**config.mk**
```make
export PLATFORM = sky130hd
export DESIGN_NAME = double_ended_queue_flat
export DESIGN_NICKNAME = d
export VERILOG_FILES = /design/src/design/deq_pkg.sv /design/src/design/deq_if.sv /design/src/design/deq_store.sv /design/src/design/deq_ptr.sv /design/src/design/double_ended_queue.sv /design/src/flat_wrapper.sv
export SDC_FILE = /design/constraint.sdc
export NUM_CORES = 2
export LEC_CHECK = 0
export BUFFER_PORTS_ARGS = -buffer_cell sky130_fd_sc_hd__buf_2
export CAP_MARGIN = 20
export CORE_ASPECT_RATIO = 1.75
export CORE_MARGIN = 1
export CORE_UTILIZATION = 56
export CTS_BUF_LIST = sky130_fd_sc_hd__clkbuf_8 sky130_fd_sc_hd__clkbuf_16
export CTS_CLUSTER_SIZE = 14
export DETAILED_ROUTE_END_ITERATION = 7
export PLACE_DENSITY = 0.73
export SYNTH_ARGS = -nofsm -noshare
export SYNTH_HDL_FRONTEND = slang
export SYNTH_HIERARCHICAL = 1
export SYNTH_SLANG_ARGS = --single-unit
```
**constraint.sdc**
```tcl
create_clock -name clk -period 16.9 [get_ports clk]
set_input_delay 3.38 -clock clk [delete_from_list [all_inputs] [get_ports clk]]
set_output_delay 3.38 -clock clk [all_outputs]
set_load 0.01 [all_outputs]
```
**src/design/deq_pkg.sv**
```systemverilog
// Shared types and codes for the double-ended queue.
// Holds the operation codes, status codes and the per-step control struct.
// No dependencies; compile this file first.
package deq_pkg;

    typedef enum logic [2:0] {
        MODE_PUSH_FRONT = 3'd0,
        MODE_PUSH_BACK  = 3'd1,
        MODE_POP_FRONT  = 3'd2,
        MODE_POP_BACK   = 3'd3,
        MODE_REVERSE    = 3'd4
    } deq_mode_t;

    typedef enum logic [1:0] {
        STAT_OK        = 2'd0,
        STAT_UNDERFLOW = 2'd1,
        STAT_OVERFLOW  = 2'd2
    } deq_status_t;

    // Control and status of one step, passed from the pointer unit to the top.
    typedef struct packed {
        logic        wr_en;
        logic        empty;
        logic        full;
        logic        rev;
        deq_status_t status;
    } deq_op_t;

endpackage

```
**src/design/deq_if.sv**
```systemverilog
// Valid/ready channel interfaces for the double-ended queue.
// deq_req_if carries operations in, deq_rsp_if carries results out.
// No dependencies.
interface deq_req_if;
    logic        valid;
    logic        ready;
    logic [2:0]  mode;
    logic [63:0] value;

    modport source (output valid, output mode, output value, input ready);
    modport sink   (input valid, input mode, input value, output ready);
endinterface

interface deq_rsp_if;
    logic        valid;
    logic        ready;
    logic [63:0] front_value;
    logic [63:0] back_value;
    logic [4:0]  count;
    logic        empty_res;
    logic        full_res;
    logic [1:0]  status;

    modport source (output valid, output front_value, output back_value, output count,
                    output empty_res, output full_res, output status, input ready);
    modport sink   (input valid, input front_value, input back_value, input count,
                    input empty_res, input full_res, input status, output ready);
endinterface

```
**src/design/deq_store.sv**
```systemverilog
// Slot memory of the double-ended queue: one write port, two registered read ports.
// A read of the entry written in the same cycle returns the new word.
// No package dependencies.
module deq_store #(
    parameter int DEPTH = 16,
    parameter int WIDTH = 64,
    parameter int AW    = 4
) (
    input  logic             clk,
    input  logic             wr_en,
    input  logic [AW-1:0]    wr_addr,
    input  logic [WIDTH-1:0] wr_data,
    input  logic             rd_en,
    input  logic [AW-1:0]    rd_addr_a,
    input  logic [AW-1:0]    rd_addr_b,
    output logic [WIDTH-1:0] rd_data_a,
    output logic [WIDTH-1:0] rd_data_b
);

    logic [WIDTH-1:0] mem [DEPTH];
    logic [WIDTH-1:0] rd_a_reg;
    logic [WIDTH-1:0] rd_b_reg;

    always_ff @(posedge clk)
    begin
        if (wr_en)
        begin
            mem[wr_addr] <= wr_data;
        end
    end

    always_ff @(posedge clk)
    begin
        if (rd_en)
        begin
            rd_a_reg <= (wr_en && (wr_addr == rd_addr_a)) ? wr_data : mem[rd_addr_a];
            rd_b_reg <= (wr_en && (wr_addr == rd_addr_b)) ? wr_data : mem[rd_addr_b];
        end
    end

    assign rd_data_a = rd_a_reg;
    assign rd_data_b = rd_b_reg;

endmodule

```
**src/design/deq_ptr.sv**
```systemverilog
// Pointer unit of the double-ended queue: head index, entry count and orientation.
// Decodes the operation, gives the write and read slots and the step's status.
// Depends on deq_pkg.
module deq_ptr #(
    parameter int CAPACITY = 16,
    parameter int AW       = 4,
    parameter int CW       = 5
) (
    input  logic           clk,
    input  logic           rst_n,
    input  logic           step,
    input  logic [2:0]     mode,
    output logic [AW-1:0]  wr_addr,
    output logic [AW-1:0]  rd_low_addr,
    output logic [AW-1:0]  rd_high_addr,
    output logic [CW-1:0]  count_after,
    output deq_pkg::deq_op_t op
);
    import deq_pkg::*;

    localparam int SW = CW + 1;

    logic [AW-1:0] head_reg;
    logic [AW-1:0] head_next;
    logic [CW-1:0] count_reg;
    logic [CW-1:0] count_next;
    logic          rev_reg;
    logic          rev_next;
    logic          full_now;
    logic          write_en;
    deq_status_t   status;

    // Slot that lies off entries past base, with off no larger than the capacity.
    function automatic logic [AW-1:0] wrap(input logic [AW-1:0] base, input logic [CW-1:0] off);
        logic [SW-1:0] sum;
        sum = {{(SW-AW){1'b0}}, base} + {1'b0, off};
        if (sum >= SW'(CAPACITY))
        begin
            sum = sum - SW'(CAPACITY);
        end
        return sum[AW-1:0];
    endfunction

    assign full_now = (count_reg == CW'(CAPACITY));

    always_comb
    begin
        head_next  = head_reg;
        count_next = count_reg;
        rev_next   = rev_reg;
        write_en   = 1'b0;
        wr_addr    = wrap(head_reg, count_reg);
        status     = STAT_OK;
        unique case (mode) inside
            MODE_PUSH_FRONT, MODE_PUSH_BACK:
            begin
                if (full_now)
                begin
                    status = STAT_OVERFLOW;
                end
                else
                begin
                    write_en   = 1'b1;
                    count_next = count_reg + CW'(1);
                    if ((mode == MODE_PUSH_FRONT) != rev_reg)
                    begin
                        head_next = (head_reg == '0) ? AW'(CAPACITY - 1) : head_reg - AW'(1);
                        wr_addr   = head_next;
                    end
                end
            end
            MODE_POP_FRONT, MODE_POP_BACK:
            begin
                if (count_reg == '0)
                begin
                    status = STAT_UNDERFLOW;
                end
                else
                begin
                    count_next = count_reg - CW'(1);
                    if ((mode == MODE_POP_FRONT) != rev_reg)
                    begin
                        head_next = wrap(head_reg, CW'(1));
                    end
                end
            end
            MODE_REVERSE:
            begin
                if (count_reg != '0)
                begin
                    rev_next = ~rev_reg;
                end
            end
            default:
            begin
                // Unused codes leave the queue as it is.
            end
        endcase
    end

    assign rd_low_addr  = head_next;
    assign rd_high_addr = wrap(head_next, (count_next == '0) ? '0 : count_next - CW'(1));
    assign count_after  = count_next;

    assign op.wr_en  = write_en;
    assign op.empty  = (count_next == '0);
    assign op.full   = (count_next == CW'(CAPACITY));
    assign op.rev    = rev_next;
    assign op.status = status;

    always_ff @(posedge clk or negedge rst_n)
    begin
        if (!rst_n)
        begin
            head_reg  <= '0;
            count_reg <= '0;
            rev_reg   <= 1'b0;
        end
        else if (step)
        begin
            head_reg  <= head_next;
            count_reg <= count_next;
            rev_reg   <= rev_next;
        end
    end

endmodule

```
**src/design/double_ended_queue.sv**
```systemverilog
// Top level of the bounded double-ended queue.
// Instantiates deq_ptr and deq_store; uses deq_pkg and the channels of deq_if.
//
//   Channel | Direction | Carries
//   --------+-----------+------------------------------------------------------
//   req     | in        | mode, value
//   rsp     | out       | front_value, back_value, count, empty_res, full_res,
//           |           | status
//
// For an operation, the transfer cycle updates the pointers, writes the pushed
// word and issues both end reads; the response state then takes the registered
// read data into the result register once that register is free. No new request
// is taken until the response state has loaded the result of the last one.
// Reset clears the pointers, the count, the orientation and the handshake state;
// the slot memory itself is not cleared and needs no clearing pass.
// A result waiting on rsp does not block the next req transfer; only a second
// finished result waits for the result register to free up.
module double_ended_queue #(
    parameter int CAPACITY   = 16,
    parameter int DATA_WIDTH = 64
) (
    input  logic           clk,
    input  logic           rst_n,
    deq_req_if.sink        req,
    deq_rsp_if.source      rsp
);
    import deq_pkg::*;

    localparam int AW = $clog2(CAPACITY);
    localparam int CW = $clog2(CAPACITY + 1);

    typedef enum logic [1:0] {
        S_IDLE = 2'b01,
        S_RESP = 2'b10
    } state_t;

    state_t state_reg;
    state_t state_next;

    logic                  req_xfer;
    logic                  res_load;
    logic [AW-1:0]         wr_addr;
    logic [AW-1:0]         rd_low_addr;
    logic [AW-1:0]         rd_high_addr;
    logic [CW-1:0]         count_after;
    deq_op_t               op;
    logic [DATA_WIDTH-1:0] low_data;
    logic [DATA_WIDTH-1:0] high_data;

    // Step information held until the read data returns.
    deq_op_t               op_reg;
    logic [CW-1:0]         cnt_reg;
    logic [CW+4:0]         cnt_wide;

    // Result register.
    logic                  rsp_valid_reg;
    logic [63:0]           front_reg;
    logic [63:0]           back_reg;
    logic [4:0]            rsp_count_reg;
    logic                  empty_reg;
    logic                  full_reg;
    logic [1:0]            status_reg;

    assign req.ready = (state_reg == S_IDLE);
    assign req_xfer  = req.valid && req.ready;
    assign res_load  = (state_reg == S_RESP) && (!rsp_valid_reg || rsp.ready);

    deq_ptr #(
        .CAPACITY (CAPACITY),
        .AW       (AW),
        .CW       (CW)
    ) u_ptr (
        .clk          (clk),
        .rst_n        (rst_n),
        .step         (req_xfer),
        .mode         (req.mode),
        .wr_addr      (wr_addr),
        .rd_low_addr  (rd_low_addr),
        .rd_high_addr (rd_high_addr),
        .count_after  (count_after),
        .op           (op)
    );

    deq_store #(
        .DEPTH (CAPACITY),
        .WIDTH (DATA_WIDTH),
        .AW    (AW)
    ) u_store (
        .clk       (clk),
        .wr_en     (req_xfer && op.wr_en),
        .wr_addr   (wr_addr),
        .wr_data   (req.value[DATA_WIDTH-1:0]),
        .rd_en     (req_xfer),
        .rd_addr_a (rd_low_addr),
        .rd_addr_b (rd_high_addr),
        .rd_data_a (low_data),
        .rd_data_b (high_data)
    );

    always_comb
    begin
        state_next = state_reg;
        unique case (state_reg)
            S_IDLE:
            begin
                if (req_xfer)
                begin
                    state_next = S_RESP;
                end
            end
            S_RESP:
            begin
                if (res_load)
                begin
                    state_next = S_IDLE;
                end
            end
            default:
            begin
                state_next = S_IDLE;
            end
        endcase
    end

    always_ff @(posedge clk or negedge rst_n)
    begin
        if (!rst_n)
        begin
            state_reg     <= S_IDLE;
            rsp_valid_reg <= 1'b0;
        end
        else
        begin
            state_reg <= state_next;
            if (res_load)
            begin
                rsp_valid_reg <= 1'b1;
            end
            else if (rsp.ready)
            begin
                rsp_valid_reg <= 1'b0;
            end
        end
    end

    always_ff @(posedge clk)
    begin
        if (req_xfer)
        begin
            op_reg  <= op;
            cnt_reg <= count_after;
        end
    end

    // The count field wraps modulo 32 for large capacities.
    assign cnt_wide = (CW + 5)'(cnt_reg);

    // In normal orientation the front is the low end of the stored run.
    always_ff @(posedge clk)
    begin
        if (res_load)
        begin
            if (op_reg.empty)
            begin
                front_reg <= '0;
                back_reg  <= '0;
            end
            else if (op_reg.rev)
            begin
                front_reg <= 64'(high_data);
                back_reg  <= 64'(low_data);
            end
            else
            begin
                front_reg <= 64'(low_data);
                back_reg  <= 64'(high_data);
            end
            rsp_count_reg <= cnt_wide[4:0];
            empty_reg     <= op_reg.empty;
            full_reg      <= op_reg.full;
            status_reg    <= op_reg.status;
        end
    end

    assign rsp.valid       = rsp_valid_reg;
    assign rsp.front_value = front_reg;
    assign rsp.back_value  = back_reg;
    assign rsp.count       = rsp_count_reg;
    assign rsp.empty_res   = empty_reg;
    assign rsp.full_res    = full_reg;
    assign rsp.status      = status_reg;

    // A transfer always moves the sequencer to the response state.
    a_xfer_to_resp: assert property (@(posedge clk) disable iff (!rst_n)
        req_xfer |=> (state_reg == S_RESP))
        else $error("request transfer did not start a response");

    // An empty queue reports zero at both ends.
    a_empty_zero: assert property (@(posedge clk) disable iff (!rst_n)
        (rsp_valid_reg && empty_reg) |-> (front_reg == '0 && back_reg == '0))
        else $error("empty result carries nonzero end values");

    // A capacity of at least one can never be both empty and full.
    a_not_both: assert property (@(posedge clk) disable iff (!rst_n)
        rsp_valid_reg |-> !(empty_reg && full_reg))
        else $error("result flagged both empty and full");

    // Overflow leaves the queue full; underflow leaves it empty.
    a_status_flags: assert property (@(posedge clk) disable iff (!rst_n)
        rsp_valid_reg |-> ((status_reg != STAT_OVERFLOW || full_reg)
                           && (status_reg != STAT_UNDERFLOW || empty_reg)))
        else $error("status code disagrees with the fill flags");

endmodule
```
**src/flat_wrapper.sv**
```systemverilog
// flat-port wrapper written by rule: the top's interface ports become plain ports
module double_ended_queue_flat import deq_pkg::*;
#(
    parameter int CAPACITY   = 16,
    parameter int DATA_WIDTH = 64
)
  (clk, rst_n, req_valid, req_mode, req_value, req_ready, rsp_valid, rsp_front_value, rsp_back_value, rsp_count, rsp_empty_res, rsp_full_res, rsp_status, rsp_ready);
  deq_req_if req_i ();
  deq_rsp_if rsp_i ();
  input  logic clk;
  input  logic rst_n;
  input wire logic [$bits(req_i.valid)-1:0] req_valid;
  input wire logic [$bits(req_i.mode)-1:0] req_mode;
  input wire logic [$bits(req_i.value)-1:0] req_value;
  output wire logic [$bits(req_i.ready)-1:0] req_ready;
  output wire logic [$bits(rsp_i.valid)-1:0] rsp_valid;
  output wire logic [$bits(rsp_i.front_value)-1:0] rsp_front_value;
  output wire logic [$bits(rsp_i.back_value)-1:0] rsp_back_value;
  output wire logic [$bits(rsp_i.count)-1:0] rsp_count;
  output wire logic [$bits(rsp_i.empty_res)-1:0] rsp_empty_res;
  output wire logic [$bits(rsp_i.full_res)-1:0] rsp_full_res;
  output wire logic [$bits(rsp_i.status)-1:0] rsp_status;
  input wire logic [$bits(rsp_i.ready)-1:0] rsp_ready;
  assign req_i.valid = req_valid;
  assign req_i.mode = req_mode;
  assign req_i.value = req_value;
  assign req_ready = req_i.ready;
  assign rsp_valid = rsp_i.valid;
  assign rsp_front_value = rsp_i.front_value;
  assign rsp_back_value = rsp_i.back_value;
  assign rsp_count = rsp_i.count;
  assign rsp_empty_res = rsp_i.empty_res;
  assign rsp_full_res = rsp_i.full_res;
  assign rsp_status = rsp_i.status;
  assign rsp_i.ready = rsp_ready;
  double_ended_queue #(.CAPACITY(CAPACITY), .DATA_WIDTH(DATA_WIDTH)) u_core (.clk(clk), .rst_n(rst_n), .req(req_i), .rsp(rsp_i));
endmodule
```
==> impl_metrics.py <==
metrics = {
    "synth": {
        "yosys_most_used_dff": "edfxtp_1",
        "synth_edf_count": 1299,
        "synth-async-reset-ratio_pct": 0.991,
        "synth_area_um2": 59200,
        "netlist_instances": 3016,
        "avgSynthCellArea_um2": 19.6,
        "ys.warnings.count": 6,
        "synth.distinct_cells": 63,
        "mappedNetlistNets": 3101,
        "synth_seq_cells": 1312,
        "yosysSeqAreaShare_pct": 66.5,
    },
    "cts": {
        "clk_pin_slew_ns": 0.07,
        "cts_tree": "yes",
        "cts_inserted_buffers": 117,
        "clkLatencyLatePin_ns": 0.74,
        "cts_max_level": 3,
        "postCtsSetupBuffers": 0,
        "hold_buffers": 0,
        "root_buffer": "clkbuf_16",
        "clkSinkCount": 1312,
        "clk_path_buf_depth": 3,
        "cts_resized": 0,
    },
    "floorplanning": {
        "start_util_pct": 56.5,
        "die_w_um": 248,
        "ios": 210,
        "core_area_um2": 105000,
        "dieArea_um2": 107000,
        "rows": 157,
        "fp.dieH_um": 432,
    },
    "setup_path": {
        "cp_max_fo": 105,
        "crit_required_ns": 17.38,
        "end_kind": "register",
        "r2r_cells": 16,
        "crit_arrival_ns": 10.20,
        "crit_type": "in2reg",
        "start_kind": "input port",
    },
    "hold_path": {
        "worstHoldPathType": "reg2reg",
        "holdPathStages": 0,
    },
    "drt": {
        "via_per_inst": 7.05,
        "drtIter0Drc": 3701,
        "antenna_left": 0,
        "num_vias": 32700,
        "drcViolationCount": 38,
        "wl_per_cell_um": 33.5,
        "wirelength_um": 156000,
        "firstDrtPassIters": 8,
    },
    "run_status": {
        "violations": "design-rule violations",
        "status": "finished, violations left",
    },
    "global_routing": {
        "grt_usage_pct": 29.7,
        "grt_pass1_vias": 34700,
        "antenna_found_initial": 15,
        "grt_max_degree": 143,
        "grt_pass1_wl_um": 227000,
        "overflow": 0,
    },
    "cells_and_area": {
        "drive_gt1_share_pct": 34.6,
        "final_common_cell": "edfxtp_1",
        "syn2layout_area_growth_pct": 10.2,
        "fillers": 7150,
        "final_cell_mix": "edfxtp_1, mux4_2, a22oi_1, buf_2, nor2_1",
        "largest_reg_flops": 1024,
        "finalNetCount": 3277,
        "fin_util_pct": 62.2,
        "largest-register": "u_core/u_store/mem",
    },
    "placed_design": {
        "place_hpwl_um": 80300,
        "port-buffer-count": 209,
        "gp_congestion": 0.778,
    },
    "timing": {
        "rsz0062_at_grt": "false",
        "finalCritPeriodShare_pct": 57.5,
        "setup_viol": 0,
        "period_minus_slack_ns": 9.73,
        "hold_violations": 0,
        "slew_headroom_pct": 19.1,
        "fin_tns_setup_ns": 0,
        "hold_slack_ns": 0.420,
        "worst_pin_slew_ns": 1.21,
        "maxSlewViolCount": 0,
        "max_clock_freq_mhz": 103,
        "skew_ns": 0.0249,
    },
    "flow_run": {
        "cap_violations": 0,
    },
}
## critical path: stages
cell	delay, ns
buf_2	0.21
or4_4	0.59
a21oi_4	0.24
nand4_1	0.13
a21oi_1	0.34
a221oi_4	0.07
buf_12	0.36
ha_4	0.31
fa_4	1.33
buf_4	0.99
buf_4	0.99
mux4_2	0.43
a22oi_1	0.22
nand2_1	0.09
mux2_2	0.27
## per-layer routing
metal | GRT usage [%] | wire length (µm) | up-vias
met5 | 0 | 101 | -
met4 | 13.4 | 6820 | 16
met3 | 4.55 | 14900 | 453
met2 | 50.6 | 80400 | 2033
met1 | 37.6 | 53300 | 17100
li1 | - | - | 13100
## cells in the mapped netlist (2+ instances only)
cell	count	area share (%)
xnor2_1	11	0.16
nand3b_1	2	0.025
nor4_4	3	0.11
fa_1	2	0.068
ha_1	12	0.25
nand4_1	3	0.032
o21bai_1	2	0.025
xor2_1	10	0.15
mux2i_1	131	2.2
a21o_1	3	0.038
buf_12	13	0.44
and4_1	2	0.030
a311oi_1	2	0.030
nor2b_1	8	0.085
or2_2	4	0.042
o22ai_1	2	0.021
o2bb2ai_1	2	0.030
edfxtp_1	1299	66
a22oi_1	254	3.2
o21ai_0	4	0.034
mux2_2	133	2.5
and2_1	3	0.032
nand3_1	6	0.051
nand2_1	135	0.86
a21oi_2	2	0.030
a221oi_1	2	0.030
a21oi_1	13	0.11
buf_4	14	0.18
nand2b_1	5	0.053
buf_2	68	0.58
nor3b_1	2	0.025
clkbuf_2	2	0.017
clkbuf_1	94	0.60
inv_1	13	0.082
nor3_1	7	0.059
dfrtp_1	12	0.51
buf_6	4	0.076
o311a_1	2	0.034
buf_1	32	0.20
mux4_2	514	20
nor2_1	162	1.0
## final timing paths
| check | slack [ns] | endpoint | from |
|---|---|---|---|
| hold reg to reg | 0.42 | u_core/rsp.count[4] | u_core/cnt_reg[4] |
| setup / recovery | 7.17 | u_core/u_store/rd_data_b[26] | req_mode[1] |
| min in group asynchronous | 2.54 | u_core/state_reg[1] | rst_n |
| max in group asynchronous | 14.06 | u_core/state_reg[0] | rst_n |
| hold / removal | 0.42 | u_core/rsp.count[4] | u_core/cnt_reg[4] |
| setup reg to reg | 9.32 | u_core/u_store/rd_data_b[26] | u_core/u_ptr/count_reg[1] |
## through the flow
stage / instance area [µm²] / worst slack [ns] / std cells
after floorplan: 59200 / 4.27 / 3016
after global placement: 61500 / 6.70 / 4421
after detailed placement: 61500 / 6.53 / 4421
after CTS: 65100 / 7.28 / 4627
after global routing: 65200 / 6.98 / 4635
final: 65200 / 7.17 / 4638
## cells by family (layout without fill, tap and decap cells)
| family | after synthesis | in the layout | share of synthesized area (%) |
|---|---|---|---|
| adders and majority gates | 14 | 14 | 0.321 |
| other | 0 | 8 | 0 |
| DFF | 1312 | 1312 | 66.5 |
| and+or+nand+nor | 353 | 353 | 2.62 |
| buffers and inverters | 240 | 503 | 2.17 |
| AOI/OAI and AO/OA | 297 | 297 | 3.75 |
| xor gates and xnor gates | 22 | 22 | 0.349 |
| muxes | 778 | 778 | 24.3 |
## layout make-up
cell class                 count  area [µm²]  area share (%)
multi-input combinational   1464       18800            28.8
inverter                      13        48.8          0.0749
antenna                        8        20.0          0.0307
tap                         1351        1690            2.59
clock buffer                 119        2980            4.57
sequential                  1312       39300            60.4
clock inverter                87         603           0.925
timing repair buffer         284        1730            2.66
Power is left out: the tool's default activity adds up to more than one toggle a clock period on the data nets, which glitch-free logic cannot reach.
